`config.mk`:
```
export PLATFORM = sky130hd
export DESIGN_NAME = sorted_priority_queue
export DESIGN_NICKNAME = d
export VERILOG_FILES = /design/src/design/spq_pkg.sv /design/src/design/sorted_priority_queue.sv /design/src/design/spq_cell.sv
export SDC_FILE = /design/constraint.sdc
export NUM_CORES = 2
export LEC_CHECK = 0
export BUFFER_PORTS_ARGS = -buffer_cell sky130_fd_sc_hd__buf_2
export CORE_MARGIN = 2
export CORE_UTILIZATION = 25
export DETAILED_ROUTE_END_ITERATION = 12
export SYNTH_ARGS = -nofsm -noshare
export SYNTH_HDL_FRONTEND = slang
export SYNTH_SLANG_ARGS = --single-unit
```
`constraint.sdc`:
```
create_clock -name clk_i -period 9 [get_ports clk_i]
set_input_delay 0.9 -clock clk_i [delete_from_list [all_inputs] [get_ports clk_i]]
set_output_delay 0.9 -clock clk_i [all_outputs]
set_load 0.01 [all_outputs]
```
`src/design/spq_pkg.sv`:
```
// Package for the sorted priority queue: request and status codes, field widths,
// the sequencer state type and the control word broadcast to the cell chain.
// No dependencies.
package spq_pkg;

  localparam int DEPTH_DEF       = 16;
  localparam int VALUE_WIDTH_DEF = 32;

  localparam int FUNC_W  = 3;
  localparam int ITEM_W  = 32;
  localparam int POS_W   = 4;
  localparam int RES_W   = 32;
  localparam int STAT_W  = 2;
  localparam int CNT_W   = 5;

  localparam int IN_TDATA_W  = 40;
  localparam int OUT_TDATA_W = 48;

  typedef enum logic [FUNC_W-1:0] {
    FN_INSERT       = 3'd0,
    FN_DELETE       = 3'd1,
    FN_EXTRACT_AT   = 3'd2,
    FN_EXTRACT_LAST = 3'd3,
    FN_SEARCH       = 3'd4,
    FN_READ_AT      = 3'd5
  } func_e;

  typedef enum logic [STAT_W-1:0] {
    ST_OK        = 2'd0,
    ST_NOT_FOUND = 2'd1,
    ST_RANGE     = 2'd2,
    ST_FULL      = 2'd3
  } status_e;

  typedef enum logic [1:0] {
    SQ_IDLE,
    SQ_CMP,
    SQ_APPLY
  } seq_state_e;

  typedef struct packed {
    logic  cmp;
    logic  apply;
    func_e func;
    logic  found;
    logic  hit;
    logic  full;
  } cell_ctl_t;

endpackage

```
`src/design/sorted_priority_queue.sv`:
```
// Sorted priority queue: a chain of compare-and-shift cells kept in ascending order.
// Steps: capture, compare in every cell, then shift and register the result beat.
// A new request is taken only after the shift step, which waits on output back-pressure.
// The next request is taken while a result beat still waits on the output register.
// Reset: asynchronous, active low; clears the count, all cell valid bits and the sequencer.
// Depends on spq_pkg and spq_cell.
module sorted_priority_queue #(
  parameter int DEPTH       = spq_pkg::DEPTH_DEF,
  parameter int VALUE_WIDTH = spq_pkg::VALUE_WIDTH_DEF
) (
  input  logic                              clk_i,
  input  logic                              rst_ni,
  input  logic                              s_axis_tvalid,
  output logic                              s_axis_tready,
  // func [2:0], item_value [34:3], position [38:35], zero pad [39]
  input  logic [spq_pkg::IN_TDATA_W-1:0]    s_axis_tdata,
  output logic                              m_axis_tvalid,
  input  logic                              m_axis_tready,
  // result_value [31:0], found [32], status [34:33], entry_count [39:35],
  // is_empty [40], zero pad [47:41]
  output logic [spq_pkg::OUT_TDATA_W-1:0]   m_axis_tdata
);

  localparam int CW  = $clog2(DEPTH + 1);
  localparam int PXW = (CW > spq_pkg::POS_W) ? CW : spq_pkg::POS_W;
  localparam int KXW = (VALUE_WIDTH > spq_pkg::ITEM_W) ? VALUE_WIDTH : spq_pkg::ITEM_W;
  localparam int CXW = (CW > spq_pkg::CNT_W) ? CW : spq_pkg::CNT_W;

  spq_pkg::seq_state_e state_q, state_d;
  spq_pkg::func_e      func_q;
  logic [VALUE_WIDTH-1:0]      key_q;
  logic [spq_pkg::POS_W-1:0]   pos_q;
  logic [CW-1:0]               count_q, count_d;
  logic                        in_beat, cmp_en, apply_en;
  logic                        m_valid_q;
  logic [spq_pkg::OUT_TDATA_W-1:0] m_data_q;

  logic [KXW-1:0]              key_x;
  logic [VALUE_WIDTH-1:0]      val   [DEPTH];
  logic [DEPTH-1:0]            valid, lt, eq, ge_pos, pick;
  logic                        found, hit, full;
  logic [VALUE_WIDTH-1:0]      pick_val;
  logic [KXW-1:0]              res_x;
  logic [CXW-1:0]              cnt_x;
  spq_pkg::cell_ctl_t          ctl;

  logic [spq_pkg::RES_W-1:0]   res_value;
  logic                        res_found;
  spq_pkg::status_e            res_status;

  // sequencer
  assign in_beat = s_axis_tvalid && s_axis_tready;

  always_comb begin
    state_d = state_q;
    unique case (state_q)
      spq_pkg::SQ_IDLE:  if (in_beat) state_d = spq_pkg::SQ_CMP;
      spq_pkg::SQ_CMP:   state_d = spq_pkg::SQ_APPLY;
      spq_pkg::SQ_APPLY: if (apply_en) state_d = spq_pkg::SQ_IDLE;
      default:           state_d = spq_pkg::SQ_IDLE;
    endcase
  end

  always_comb begin
    s_axis_tready = (state_q == spq_pkg::SQ_IDLE);
    cmp_en        = (state_q == spq_pkg::SQ_CMP);
    apply_en      = (state_q == spq_pkg::SQ_APPLY) && (!m_valid_q || m_axis_tready);
  end

  always_ff @(posedge clk_i or negedge rst_ni) begin
    if (!rst_ni) begin
      state_q <= spq_pkg::SQ_IDLE;
      count_q <= '0;
    end else begin
      state_q <= state_d;
      count_q <= count_d;
    end
  end

  // capture request
  assign key_x = KXW'($signed(s_axis_tdata[34:3]));

  always_ff @(posedge clk_i) begin
    if (in_beat) begin
      func_q <= spq_pkg::func_e'(s_axis_tdata[2:0]);
      key_q  <= key_x[VALUE_WIDTH-1:0];
      pos_q  <= s_axis_tdata[38:35];
    end
  end

  // cell chain
  assign full  = (count_q == CW'(DEPTH));
  assign found = |eq;
  assign hit   = (func_q == spq_pkg::FN_EXTRACT_LAST) ? (count_q != '0)
                                                      : (PXW'(pos_q) < PXW'(count_q));

  always_comb begin
    ctl.cmp   = cmp_en;
    ctl.apply = apply_en;
    ctl.func  = func_q;
    ctl.found = found;
    ctl.hit   = hit;
    ctl.full  = full;
  end

  for (genvar g = 0; g < DEPTH; g++) begin : g_cell
    logic [VALUE_WIDTH-1:0] lv, rv;
    logic                   lvd, llt, rvd;

    assign ge_pos[g] = (PXW'(g) >= PXW'(pos_q));

    if (g == 0) begin : g_head
      assign lv  = key_q;
      assign lvd = 1'b0;
      assign llt = 1'b1;
      assign pick[g] = (func_q == spq_pkg::FN_EXTRACT_LAST) ? (valid[g] && !rvd)
                                                            : ge_pos[g];
    end else begin : g_body
      assign lv  = val[g-1];
      assign lvd = valid[g-1];
      assign llt = lt[g-1];
      assign pick[g] = (func_q == spq_pkg::FN_EXTRACT_LAST) ? (valid[g] && !rvd)
                                                            : (ge_pos[g] && !ge_pos[g-1]);
    end

    if (g == DEPTH - 1) begin : g_tail
      assign rv  = val[g];
      assign rvd = 1'b0;
    end else begin : g_mid
      assign rv  = val[g+1];
      assign rvd = valid[g+1];
    end

    spq_cell #(
      .VALUE_WIDTH(VALUE_WIDTH)
    ) u_cell (
      .clk_i        (clk_i),
      .rst_ni       (rst_ni),
      .ctl_i        (ctl),
      .key_i        (key_q),
      .ge_pos_i     (ge_pos[g]),
      .left_val_i   (lv),
      .left_valid_i (lvd),
      .left_lt_i    (llt),
      .right_val_i  (rv),
      .right_valid_i(rvd),
      .val_o        (val[g]),
      .valid_o      (valid[g]),
      .lt_o         (lt[g]),
      .eq_o         (eq[g])
    );
  end

  always_comb begin
    pick_val = '0;
    for (int i = 0; i < DEPTH; i++) begin
      pick_val = pick_val | (pick[i] ? val[i] : '0);
    end
  end

  assign res_x = KXW'($signed(pick_val));

  // result and count update
  always_comb begin
    res_value  = '0;
    res_found  = 1'b0;
    res_status = spq_pkg::ST_OK;
    count_d    = count_q;
    case (func_q)
      spq_pkg::FN_INSERT: begin
        if (full) begin
          res_status = spq_pkg::ST_FULL;
        end else if (apply_en) begin
          count_d = count_q + CW'(1);
        end
      end
      spq_pkg::FN_DELETE, spq_pkg::FN_SEARCH: begin
        res_found  = found;
        res_status = found ? spq_pkg::ST_OK : spq_pkg::ST_NOT_FOUND;
        if (found && apply_en && (func_q == spq_pkg::FN_DELETE)) begin
          count_d = count_q - CW'(1);
        end
      end
      spq_pkg::FN_EXTRACT_AT, spq_pkg::FN_READ_AT, spq_pkg::FN_EXTRACT_LAST: begin
        if (hit) begin
          res_value = res_x[spq_pkg::RES_W-1:0];
          if (apply_en && (func_q != spq_pkg::FN_READ_AT)) begin
            count_d = count_q - CW'(1);
          end
        end else begin
          res_status = spq_pkg::ST_RANGE;
        end
      end
      default: ;
    endcase
  end

  assign cnt_x = CXW'(count_d);

  // output register
  always_ff @(posedge clk_i or negedge rst_ni) begin
    if (!rst_ni) begin
      m_valid_q <= 1'b0;
    end else if (apply_en) begin
      m_valid_q <= 1'b1;
    end else if (m_axis_tready) begin
      m_valid_q <= 1'b0;
    end
  end

  always_ff @(posedge clk_i) begin
    if (apply_en) begin
      m_data_q <= {7'd0, (count_d == '0), cnt_x[spq_pkg::CNT_W-1:0], res_status,
                   res_found, res_value};
    end
  end

  assign m_axis_tvalid = m_valid_q;
  assign m_axis_tdata  = m_data_q;

  // checks
  a_count_bound: assert property (@(posedge clk_i) disable iff (!rst_ni)
    count_q <= CW'(DEPTH))
    else $error("entry count above depth");

  a_valid_count: assert property (@(posedge clk_i) disable iff (!rst_ni)
    $countones(valid) == int'(count_q))
    else $error("valid cells disagree with entry count");

  a_valid_prefix: assert property (@(posedge clk_i) disable iff (!rst_ni)
    (valid[DEPTH-1:1] & ~valid[DEPTH-2:0]) == '0)
    else $error("gap in valid cells");

  a_cmp_holds: assert property (@(posedge clk_i) disable iff (!rst_ni)
    (state_q == spq_pkg::SQ_CMP) |=> ($stable(count_q) && $stable(valid)))
    else $error("queue changed during compare pass");

endmodule

```
`src/design/spq_cell.sv`:
```
// One cell of the sorted queue chain: a stored value, its valid bit and the
// compare flags against the broadcast key. Shifts toward either neighbor.
// Depends on spq_pkg.
module spq_cell #(
  parameter int VALUE_WIDTH = spq_pkg::VALUE_WIDTH_DEF
) (
  input  logic                   clk_i,
  input  logic                   rst_ni,
  input  spq_pkg::cell_ctl_t     ctl_i,
  input  logic [VALUE_WIDTH-1:0] key_i,
  input  logic                   ge_pos_i,
  input  logic [VALUE_WIDTH-1:0] left_val_i,
  input  logic                   left_valid_i,
  input  logic                   left_lt_i,
  input  logic [VALUE_WIDTH-1:0] right_val_i,
  input  logic                   right_valid_i,
  output logic [VALUE_WIDTH-1:0] val_o,
  output logic                   valid_o,
  output logic                   lt_o,
  output logic                   eq_o
);

  logic [VALUE_WIDTH-1:0] val_q, val_d;
  logic                   valid_q, valid_d;
  logic                   lt_q, eq_q;

  always_comb begin
    val_d   = val_q;
    valid_d = valid_q;
    if (ctl_i.apply) begin
      case (ctl_i.func)
        spq_pkg::FN_INSERT: begin
          if (!ctl_i.full && !lt_q) begin
            if (left_lt_i) begin
              val_d   = key_i;
              valid_d = 1'b1;
            end else begin
              val_d   = left_val_i;
              valid_d = left_valid_i;
            end
          end
        end
        spq_pkg::FN_DELETE: begin
          if (ctl_i.found && !lt_q) begin
            val_d   = right_val_i;
            valid_d = right_valid_i;
          end
        end
        spq_pkg::FN_EXTRACT_AT: begin
          if (ctl_i.hit && ge_pos_i) begin
            val_d   = right_val_i;
            valid_d = right_valid_i;
          end
        end
        spq_pkg::FN_EXTRACT_LAST: begin
          if (!right_valid_i) begin
            val_d   = right_val_i;
            valid_d = 1'b0;
          end
        end
        default: ;
      endcase
    end
  end

  always_ff @(posedge clk_i or negedge rst_ni) begin
    if (!rst_ni) begin
      valid_q <= 1'b0;
    end else begin
      valid_q <= valid_d;
    end
  end

  always_ff @(posedge clk_i) begin
    val_q <= val_d;
    if (ctl_i.cmp) begin
      lt_q <= valid_q && ($signed(val_q) < $signed(key_i));
      eq_q <= valid_q && (val_q == key_i);
    end
  end

  assign val_o   = val_q;
  assign valid_o = valid_q;
  assign lt_o    = lt_q;
  assign eq_o    = eq_q;

endmodule

```
; Word level (Yosys, flattened, before mapping)
; Index checks and enable logic that the tools add are counted.
[op_classes]
n_mux = 232
add_sub_neg = 2
n_eq_ne = 90
magnitude_cmp = 32
bitwise_logic = 15
reduce_logical = 190
[op_table]
columns = op, count
row1 = 32-bit 2-to-1 mux, 91
row2 = 32-bit one-hot mux with 4 select lines, 15
row3 = 32-bit == test, 16
row4 = 32-bit less-than comparator, 16
row5 = 32-bit bitwise OR, 15
row6 = 1-bit logical AND, 113
row7 = 1-bit 2-to-1 mux, 98
row8 = "2-bit by 1-bit inequality test with 1-bit output, second input constant", 48
row9 = 6-bit AND reduction, 15
row10 = 1-bit one-hot mux with 4 select lines, 16
row11 = 1-bit logical NOT, 48
row12 = "2-bit inequality test, second input constant", 17
row13 = "4-bit greater-or-equal comparator, first input constant", 7
row14 = 5-bit 2-to-1 mux, 5
row15 = "3-bit by 4-bit greater-or-equal comparator with 1-bit output, first input constant", 4
row16 = 16-bit OR reduction, 1
row17 = 5-bit one-hot mux with 3 select lines, 1
row18 = 2-bit one-hot mux with 3 select lines, 2
row19 = "1-bit by 4-bit greater-or-equal comparator with 1-bit output, first input constant", 2
row20 = "2-bit by 4-bit greater-or-equal comparator with 1-bit output, first input constant", 2
row21 = 2-bit 2-to-1 mux, 4
row22 = "3-bit by 2-bit == test with 1-bit output, second input constant", 2
row23 = "3-bit == test, second input constant", 2
row24 = "5-bit by 1-bit adder with 5-bit output, second input constant", 1
row25 = 19 further kinds, 20
[word_totals]
elab_cells = 634
out_inout_bits = 50
input_bits = 44
regBits = 648

; Logic depth before layout (Yosys ltp)
[logic_depth]
ltp_word = 20
mapped_depth = 11
mapped_depth_nobuf = 9

; Modules after synthesis
; From an unflattened synthesis, not the netlist that was laid out.
[unflattened]
cells_unflattened = 5001
area_unflattened_um2 = 48492.8
[by_module_without_submodules]
columns = mod, n_inst, area_each_um2, seq_area_each_um2, cells_per_inst
row1 = spq_cell (g_cell[0].u_cell ...), 11, 2638.8, 1046.0, 274
row2 = spq_cell (g_cell[5].u_cell ...), 5, 2612.5, 1046.0, 270
row3 = sorted_priority_queue, 1, 6403.6, 2602.5, 637

; Worst setup path before layout
; No wires, ideal clock.
[synth_timing]
path_type = reg2reg
startpoint = register pos_q[3] in the netlist's numbering
endpoint = register g_cell[2].u_cell.valid_q
setup_ps = 127
n_path_buf = 1
synth_period_minus_slack_ps = 4765
path_slack_ps = 4235
stages_incl_launch_ff = 9
arrival_ps = 4638
cell_sequence = edfxtp_1 ha_1 or2_2 mux2i_1 or3_1 buf_2 o221ai_2 a211oi_1 mux2_2
[synth_between]
elab_chain_len = 5
[synth_rtl]
columns = item, line_no
row1 = "start, declared", sorted_priority_queue.sv:32  ; logic [spq_pkg::POS_W-1:0] pos_q;
row2 = "start signal, assigned", sorted_priority_queue.sv:87  ; pos_q <= s_axis_tdata[38:35];
row3 = 4-bit by 5-bit less-than comparator with 1-bit output, sorted_priority_queue.sv:95  ; : (PXW'(pos_q) < PXW'(count_q));
row4 = 1-bit 2-to-1 mux, sorted_priority_queue.sv:94  ; assign hit = (func_q == spq_pkg::FN_EXTRACT_LAST) ? (count_q != '0)
row5 = 1-bit logical AND *, spq_cell.sv:50  ; if (ctl_i.hit && ge_pos_i) begin
row6 = 2-bit by 1-bit inequality test with 1-bit output (no source line) *, -
row7 = 6-bit AND reduction (no source line) *, -
row8 = "end signal, assigned", spq_cell.sv:70  ; valid_q <= valid_d;
row9 = "end, declared", spq_cell.sv:24  ; logic valid_q, valid_d;
; Mark *: on every way between the ends. The rest lies on a longest branch, timed or not.
; A chain may end at the register's enable or synchronous reset.

; Final worst setup path
[layout_timing]
startpoint = register key_q[31], in the netlist g_cell[0].lv[31]
endpoint = register g_cell[1].u_cell.lt_q (data pin)
[layout_between]
elab_chain_len = 2
[layout_rtl]
columns = item, line_no
row1 = "start, declared", sorted_priority_queue.sv:31  ; logic [VALUE_WIDTH-1:0] key_q;
row2 = "start signal, assigned", sorted_priority_queue.sv:86  ; key_q <= key_x[VALUE_WIDTH-1:0];
row3 = 32-bit less-than comparator, spq_cell.sv:77  ; lt_q <= valid_q && ($signed(val_q) < $signed(key_i));
row4 = 1-bit logical AND, spq_cell.sv:77
row5 = "end signal, assigned", spq_cell.sv:77
row6 = "end, declared", spq_cell.sv:25  ; logic lt_q, eq_q;
; No other way between the ends.

==> metrics.txt <==
# TYPE chip_impl_metric gauge
chip_impl_info{name="run_status",value="finished, final reports clean"} 1
chip_impl_metric{name="synthDistinctLibCells",unit=""} 72
chip_impl_metric{name="critical_path_buf_inv_count",unit=""} 1
chip_impl_info{name="postSynth.topFlopCell",value="sky130_fd_sc_hd__edfxtp_1"} 1
chip_impl_info{name="r2r_start",value="g_cell[0].lv[31]$_DFFE_PP_"} 1
chip_impl_metric{name="synth-simple-area-share",unit=""} 0.111
chip_impl_metric{name="grt_antenna_before_repair",unit=""} 13
chip_impl_info{name="startpoint",value="g_cell[0].lv[31]$_DFFE_PP_"} 1
chip_impl_metric{name="postSynthAreaPerCell",unit="um2"} 10.4
chip_impl_metric{name="buffer_ports.inserted",unit=""} 85
chip_impl_metric{name="cts_num_sinks",unit=""} 648
chip_impl_info{name="synth_top_area_cell",value="sky130_fd_sc_hd__edfxtp_1"} 1
chip_impl_info{name="worst_setup_path_start_kind",value="register"} 1
chip_impl_metric{name="post_route_cells_drive_above_1_share",unit=""} 0.0897
chip_impl_info{name="cts_tree",value="yes"} 1
chip_impl_metric{name="layout.core_utilization",unit=""} 0.284
chip_impl_metric{name="xor_xnor_share_of_the_synthesized_area",unit=""} 0.000767
chip_impl_metric{name="timing.clock.skew",unit="ps"} 35.0
chip_impl_info{name="rsz_0062_raised_after_global_routing",value="no"} 1
chip_impl_metric{name="synthesis.area",unit="um2"} 45700
chip_impl_metric{name="synth-edff-count",unit=""} 624
chip_impl_metric{name="place.gp.congestion",unit=""} 0.959
chip_impl_metric{name="global_route.usage.total",unit=""} 0.199
chip_impl_metric{name="routed-via-count",unit=""} 39000
chip_impl_info{name="cpMaxStageDelayCell",value="sky130_fd_sc_hd__edfxtp_1"} 1
chip_impl_info{name="setup.worst_path.end_class",value="register"} 1
chip_impl_metric{name="numCtsBuffers",unit=""} 79
chip_impl_metric{name="critical_path_arrival",unit="ps"} 5180
chip_impl_metric{name="global_route_wire_length_before_repair",unit="um"} 270000
chip_impl_metric{name="critical_path.max_stage_delay",unit="ps"} 830
chip_impl_metric{name="clk_latency",unit="ps"} 710
chip_impl_metric{name="io-pin-count",unit=""} 94
chip_impl_metric{name="drt.antenna.violating_nets",unit=""} 0
chip_impl_metric{name="placementRows",unit=""} 156
chip_impl_metric{name="half_perimeter_wire_length_after_detailed_placement",unit="um"} 130000
chip_impl_metric{name="vias_per_cell",unit=""} 5.76
chip_impl_info{name="cts.root.buffer_cell",value="sky130_fd_sc_hd__clkbuf_16"} 1
chip_impl_metric{name="worst_slew_margin_rel",unit=""} 0.0549
chip_impl_metric{name="synth-compound-area-share",unit=""} 0.169
chip_impl_metric{name="power.total",unit="W"} 0.0120
chip_impl_metric{name="max-clock-path-buffers",unit=""} 3
chip_impl_metric{name="worst_pin_slew",unit="ps"} 1420
chip_impl_metric{name="maxCapViolCount",unit=""} 0
chip_impl_metric{name="fp.dieArea",unit="um2"} 186000
chip_impl_info{name="synth_top_family_by_area",value="compound AO/OA/AOI/OAI gates"} 1
chip_impl_metric{name="slew_violations",unit=""} 0
chip_impl_metric{name="grt_start_max_net_pins",unit=""} 207
chip_impl_metric{name="die_width",unit="um"} 431
chip_impl_metric{name="final_period_minus_worst_setup_slack",unit="ps"} 4730
chip_impl_metric{name="drt-wirelength-per-cell",unit="um"} 28.3
chip_impl_metric{name="fp.coreArea",unit="um2"} 181000
chip_impl_metric{name="synthDominantCellAreaShare",unit=""} 0.410
chip_impl_metric{name="post_synth_fa_ha_maj_area_fraction",unit=""} 0.142
chip_impl_metric{name="crit_fanout",unit=""} 17
chip_impl_metric{name="number_of_global_route_vias_before_repair",unit=""} 36000
chip_impl_metric{name="synth.mux.area_fraction",unit=""} 0.119
chip_impl_metric{name="post_cts_hold_buffer_count",unit=""} 0
chip_impl_metric{name="finalHoldViolCount",unit=""} 0
chip_impl_metric{name="synth_seq_cells",unit=""} 648
chip_impl_metric{name="worstPathRequired",unit="ps"} 9450
chip_impl_info{name="hold_class",value="input port to asynchronous set/reset pin"} 1
chip_impl_metric{name="post_cts.resized_instances",unit=""} 0
chip_impl_info{name="synth.area.top_cells",value="sky130_fd_sc_hd__edfxtp_1 (41%), sky130_fd_sc_hd__ha_1 (14%), sky130_fd_sc_hd__mux2i_1 (10%)"} 1
chip_impl_metric{name="postRouteWirelength",unit="um"} 191000
chip_impl_metric{name="max_clock_freq",unit="GHz"} 0.211
chip_impl_metric{name="worst-r2r-setup-slack",unit="ps"} 4270
chip_impl_metric{name="finish.net_count",unit=""} 4904
chip_impl_info{name="critical-path-top-delay-family",value="simple AND/OR/NAND/NOR gates"} 1
chip_impl_metric{name="ir_worst_vdd",unit="uV"} 178
chip_impl_info{name="path_cells",value="inv_1 -> ha_1 -> nand4_1 -> nor2_1 -> nand3_1 -> or3_1 -> nor3_1 -> o31ai_1 -> and3_1"} 1
chip_impl_metric{name="grt_overflow_total",unit=""} 0
chip_impl_metric{name="min_period_over_period",unit=""} 0.525
chip_impl_metric{name="initialDrtViolationCount",unit=""} 5727
chip_impl_metric{name="ys_async_sr_fraction",unit=""} 0.0370
chip_impl_metric{name="post_synth_inst_count",unit=""} 4408
chip_impl_metric{name="area_delta_synth_final",unit="%"} 12.5
chip_impl_metric{name="detail_route.first_pass.iterations",unit=""} 9
chip_impl_metric{name="ys.warnings.count",unit=""} 0
chip_impl_metric{name="setup_viol_count_final",unit=""} 0
chip_impl_metric{name="post_cts_buffers",unit=""} 0
chip_impl_metric{name="cts-htree-levels",unit=""} 3
chip_impl_metric{name="setup_tns",unit="ps"} 0
chip_impl_metric{name="floorplan.die.height",unit="um"} 431
chip_impl_metric{name="synth_seq_area_share",unit=""} 0.424
chip_impl_metric{name="cts.reportedPaths.clkPinSlew",unit="ps"} 60
chip_impl_metric{name="initial_standard_cell_utilization_of_the_core",unit=""} 0.252
chip_impl_metric{name="route.detailed.drc",unit=""} 0
chip_impl_info{name="timing.setup.critical_path_class",value="register to register"} 1
chip_impl_metric{name="power_density",unit="nW/um2"} 233
chip_impl_metric{name="power.static_leakage",unit="nW"} 19.5
## worst reg2reg max path: stages, from the launching register on
cell	delay (ps)
sky130_fd_sc_hd__edfxtp_1	830
sky130_fd_sc_hd__inv_1	560
sky130_fd_sc_hd__ha_1	520
sky130_fd_sc_hd__nand4_1	320
sky130_fd_sc_hd__nor2_1	420
sky130_fd_sc_hd__nand3_1	370
sky130_fd_sc_hd__or3_1	580
sky130_fd_sc_hd__nor3_1	590
sky130_fd_sc_hd__o31ai_1	130
sky130_fd_sc_hd__and3_1	180
## synth_stat cells (5+ instances only)
master                      number
sky130_fd_sc_hd__a2111oi_0      11
sky130_fd_sc_hd__a211o_1         5
sky130_fd_sc_hd__a211oi_1       36
sky130_fd_sc_hd__a211oi_2        6
sky130_fd_sc_hd__a21o_1         46
sky130_fd_sc_hd__a21oi_1       605
sky130_fd_sc_hd__a221oi_1       67
sky130_fd_sc_hd__a222oi_1       64
sky130_fd_sc_hd__a22o_1         62
sky130_fd_sc_hd__a22oi_1        39
sky130_fd_sc_hd__a31oi_1        31
sky130_fd_sc_hd__and2_1          9
sky130_fd_sc_hd__and3b_1         5
sky130_fd_sc_hd__and4_1         36
sky130_fd_sc_hd__buf_1          22
sky130_fd_sc_hd__buf_2          57
sky130_fd_sc_hd__buf_4          10
sky130_fd_sc_hd__clkbuf_1      230
sky130_fd_sc_hd__dfrtp_1        24
sky130_fd_sc_hd__edfxtp_1      624
sky130_fd_sc_hd__ha_1          517
sky130_fd_sc_hd__inv_1          72
sky130_fd_sc_hd__mux2_2         63
sky130_fd_sc_hd__mux2i_1       473
sky130_fd_sc_hd__nand2_1       131
sky130_fd_sc_hd__nand2b_1       37
sky130_fd_sc_hd__nand3_1        53
sky130_fd_sc_hd__nand3b_1        6
sky130_fd_sc_hd__nand4_1        96
sky130_fd_sc_hd__nor2_1        573
sky130_fd_sc_hd__nor2b_1        36
sky130_fd_sc_hd__nor3_1         53
sky130_fd_sc_hd__nor3b_1         5
sky130_fd_sc_hd__nor4_1         26
sky130_fd_sc_hd__o211ai_1       13
sky130_fd_sc_hd__o21a_1         19
sky130_fd_sc_hd__o21ai_0       142
sky130_fd_sc_hd__o21ai_1         7
sky130_fd_sc_hd__o21bai_1       19
sky130_fd_sc_hd__o31a_1          6
sky130_fd_sc_hd__o31ai_1        10
## kinds of logic (layout without fill, tap and decap cells)
group,Yosys count,after routing
buffers and inverters,392,383
xor gates and xnor gates,4,4
AOI/OAI and AO/OA,1223,1223
other,1,9
DFF,648,648
adders and majority gates,517,517
and+or+nand+nor,1087,1087
muxes,536,536
## worst paths after layout
| check | endpoint | cells after the start |
|---|---|---|
| setup reg to reg | g_cell[1].u_cell.lt_o$_DFFE_PN_ | 9 |
| setup / recovery | g_cell[1].u_cell.lt_o$_DFFE_PN_ | 9 |
| hold / removal | g_cell[10].u_cell.valid_o$_DFFE_PN0P_ | 1 |
| max in group asynchronous | state_q[1]$_DFFE_PN0P_ | 1 |
| min in group clk_i | g_cell[0].lv[18]$_DFFE_PP_ | 1 |
| hold reg to reg | m_axis_tvalid$_DFFE_PN0P_ | 2 |
## area by class of cell
| class | instances | area [um2] |
|---|---|---|
| Sequential cell | 648 | 19300 |
| Antenna cell | 2 | 5.00 |
| Fill cell | 18800 | 130000 |
| Multi-Input combinational cell | 3374 | 25100 |
| Timing Repair Buffer | 167 | 1080 |
| Clock inverter | 42 | 470 |
| Tap cell | 2370 | 2970 |
| Inverter | 73 | 274 |
| Clock buffer | 101 | 2120 |
## per-stage QoR
stage	setup WS (ps)	area (um2)	hold slack, ps	std cells
after detailed placement	4410	48800	583	6632
after global routing	4210	51400	280	6775
after global placement	4400	48800	577	6632
after CTS	4400	51400	250	6775
after floorplan	4240	45700	510	4414
final	4270	51400	254	6777
## cells in the final DEF, fill, tap and decap left out, types with 13 or more instances in the layout
cell type and instances:
sky130_fd_sc_hd__clkinv_1 13, sky130_fd_sc_hd__a211oi_1 31, sky130_fd_sc_hd__nor3_1 53, sky130_fd_sc_hd__nand2_1 130, sky130_fd_sc_hd__ha_1 517, sky130_fd_sc_hd__o211ai_1 13
sky130_fd_sc_hd__nor2b_1 35, sky130_fd_sc_hd__buf_2 85, sky130_fd_sc_hd__o21a_1 19, sky130_fd_sc_hd__o21bai_1 19, sky130_fd_sc_hd__dfrtp_1 24, sky130_fd_sc_hd__mux2i_1 472
sky130_fd_sc_hd__a21o_1 46, sky130_fd_sc_hd__buf_4 79, sky130_fd_sc_hd__nand4_1 96, sky130_fd_sc_hd__nor2_1 567, sky130_fd_sc_hd__edfxtp_1 624, sky130_fd_sc_hd__a31oi_1 31
sky130_fd_sc_hd__o21ai_0 142, sky130_fd_sc_hd__inv_1 72, sky130_fd_sc_hd__clkbuf_16 81, sky130_fd_sc_hd__nand3_1 53, sky130_fd_sc_hd__a22o_1 62, sky130_fd_sc_hd__nor4_1 22
sky130_fd_sc_hd__a22oi_1 39, sky130_fd_sc_hd__clkbuf_1 18, sky130_fd_sc_hd__a222oi_1 64, sky130_fd_sc_hd__a221oi_1 67, sky130_fd_sc_hd__a21oi_1 605, sky130_fd_sc_hd__nand2b_1 36
sky130_fd_sc_hd__mux2_2 63, sky130_fd_sc_hd__and4_1 36
## where the power goes
part           internal [W]  switching [W]
Combinational       0.00146        0.00265
Clock               0.00195        0.00141
Sequential          0.00390       0.000620
## routing by layer
metal / global-route usage / share of wire / wire length [um] / vias up
li1: - / - / - / 16900
met1: 0.270 / 0.40 / 77200 / 19100
met2: 0.300 / 0.43 / 82600 / 2518
met3: 0.0388 / 0.11 / 20800 / 526
met4: 0.101 / 0.056 / 10800 / 12
met5: 0 / 0.00042 / 80 / -
## sequential cells by signal, summed over array words and instances (netlist names)
signal and flops:
count_q 5, func_q 3, g_cell.lv 32, g_cell.u_cell.eq_o 16, g_cell.u_cell.lt_o 16, g_cell.u_cell.val_o 512
g_cell.u_cell.valid_o 16, m_axis_tdata 41, m_axis_tvalid 1, pos_q 4, state_q 2
Power figures use the tool's default switching activity.
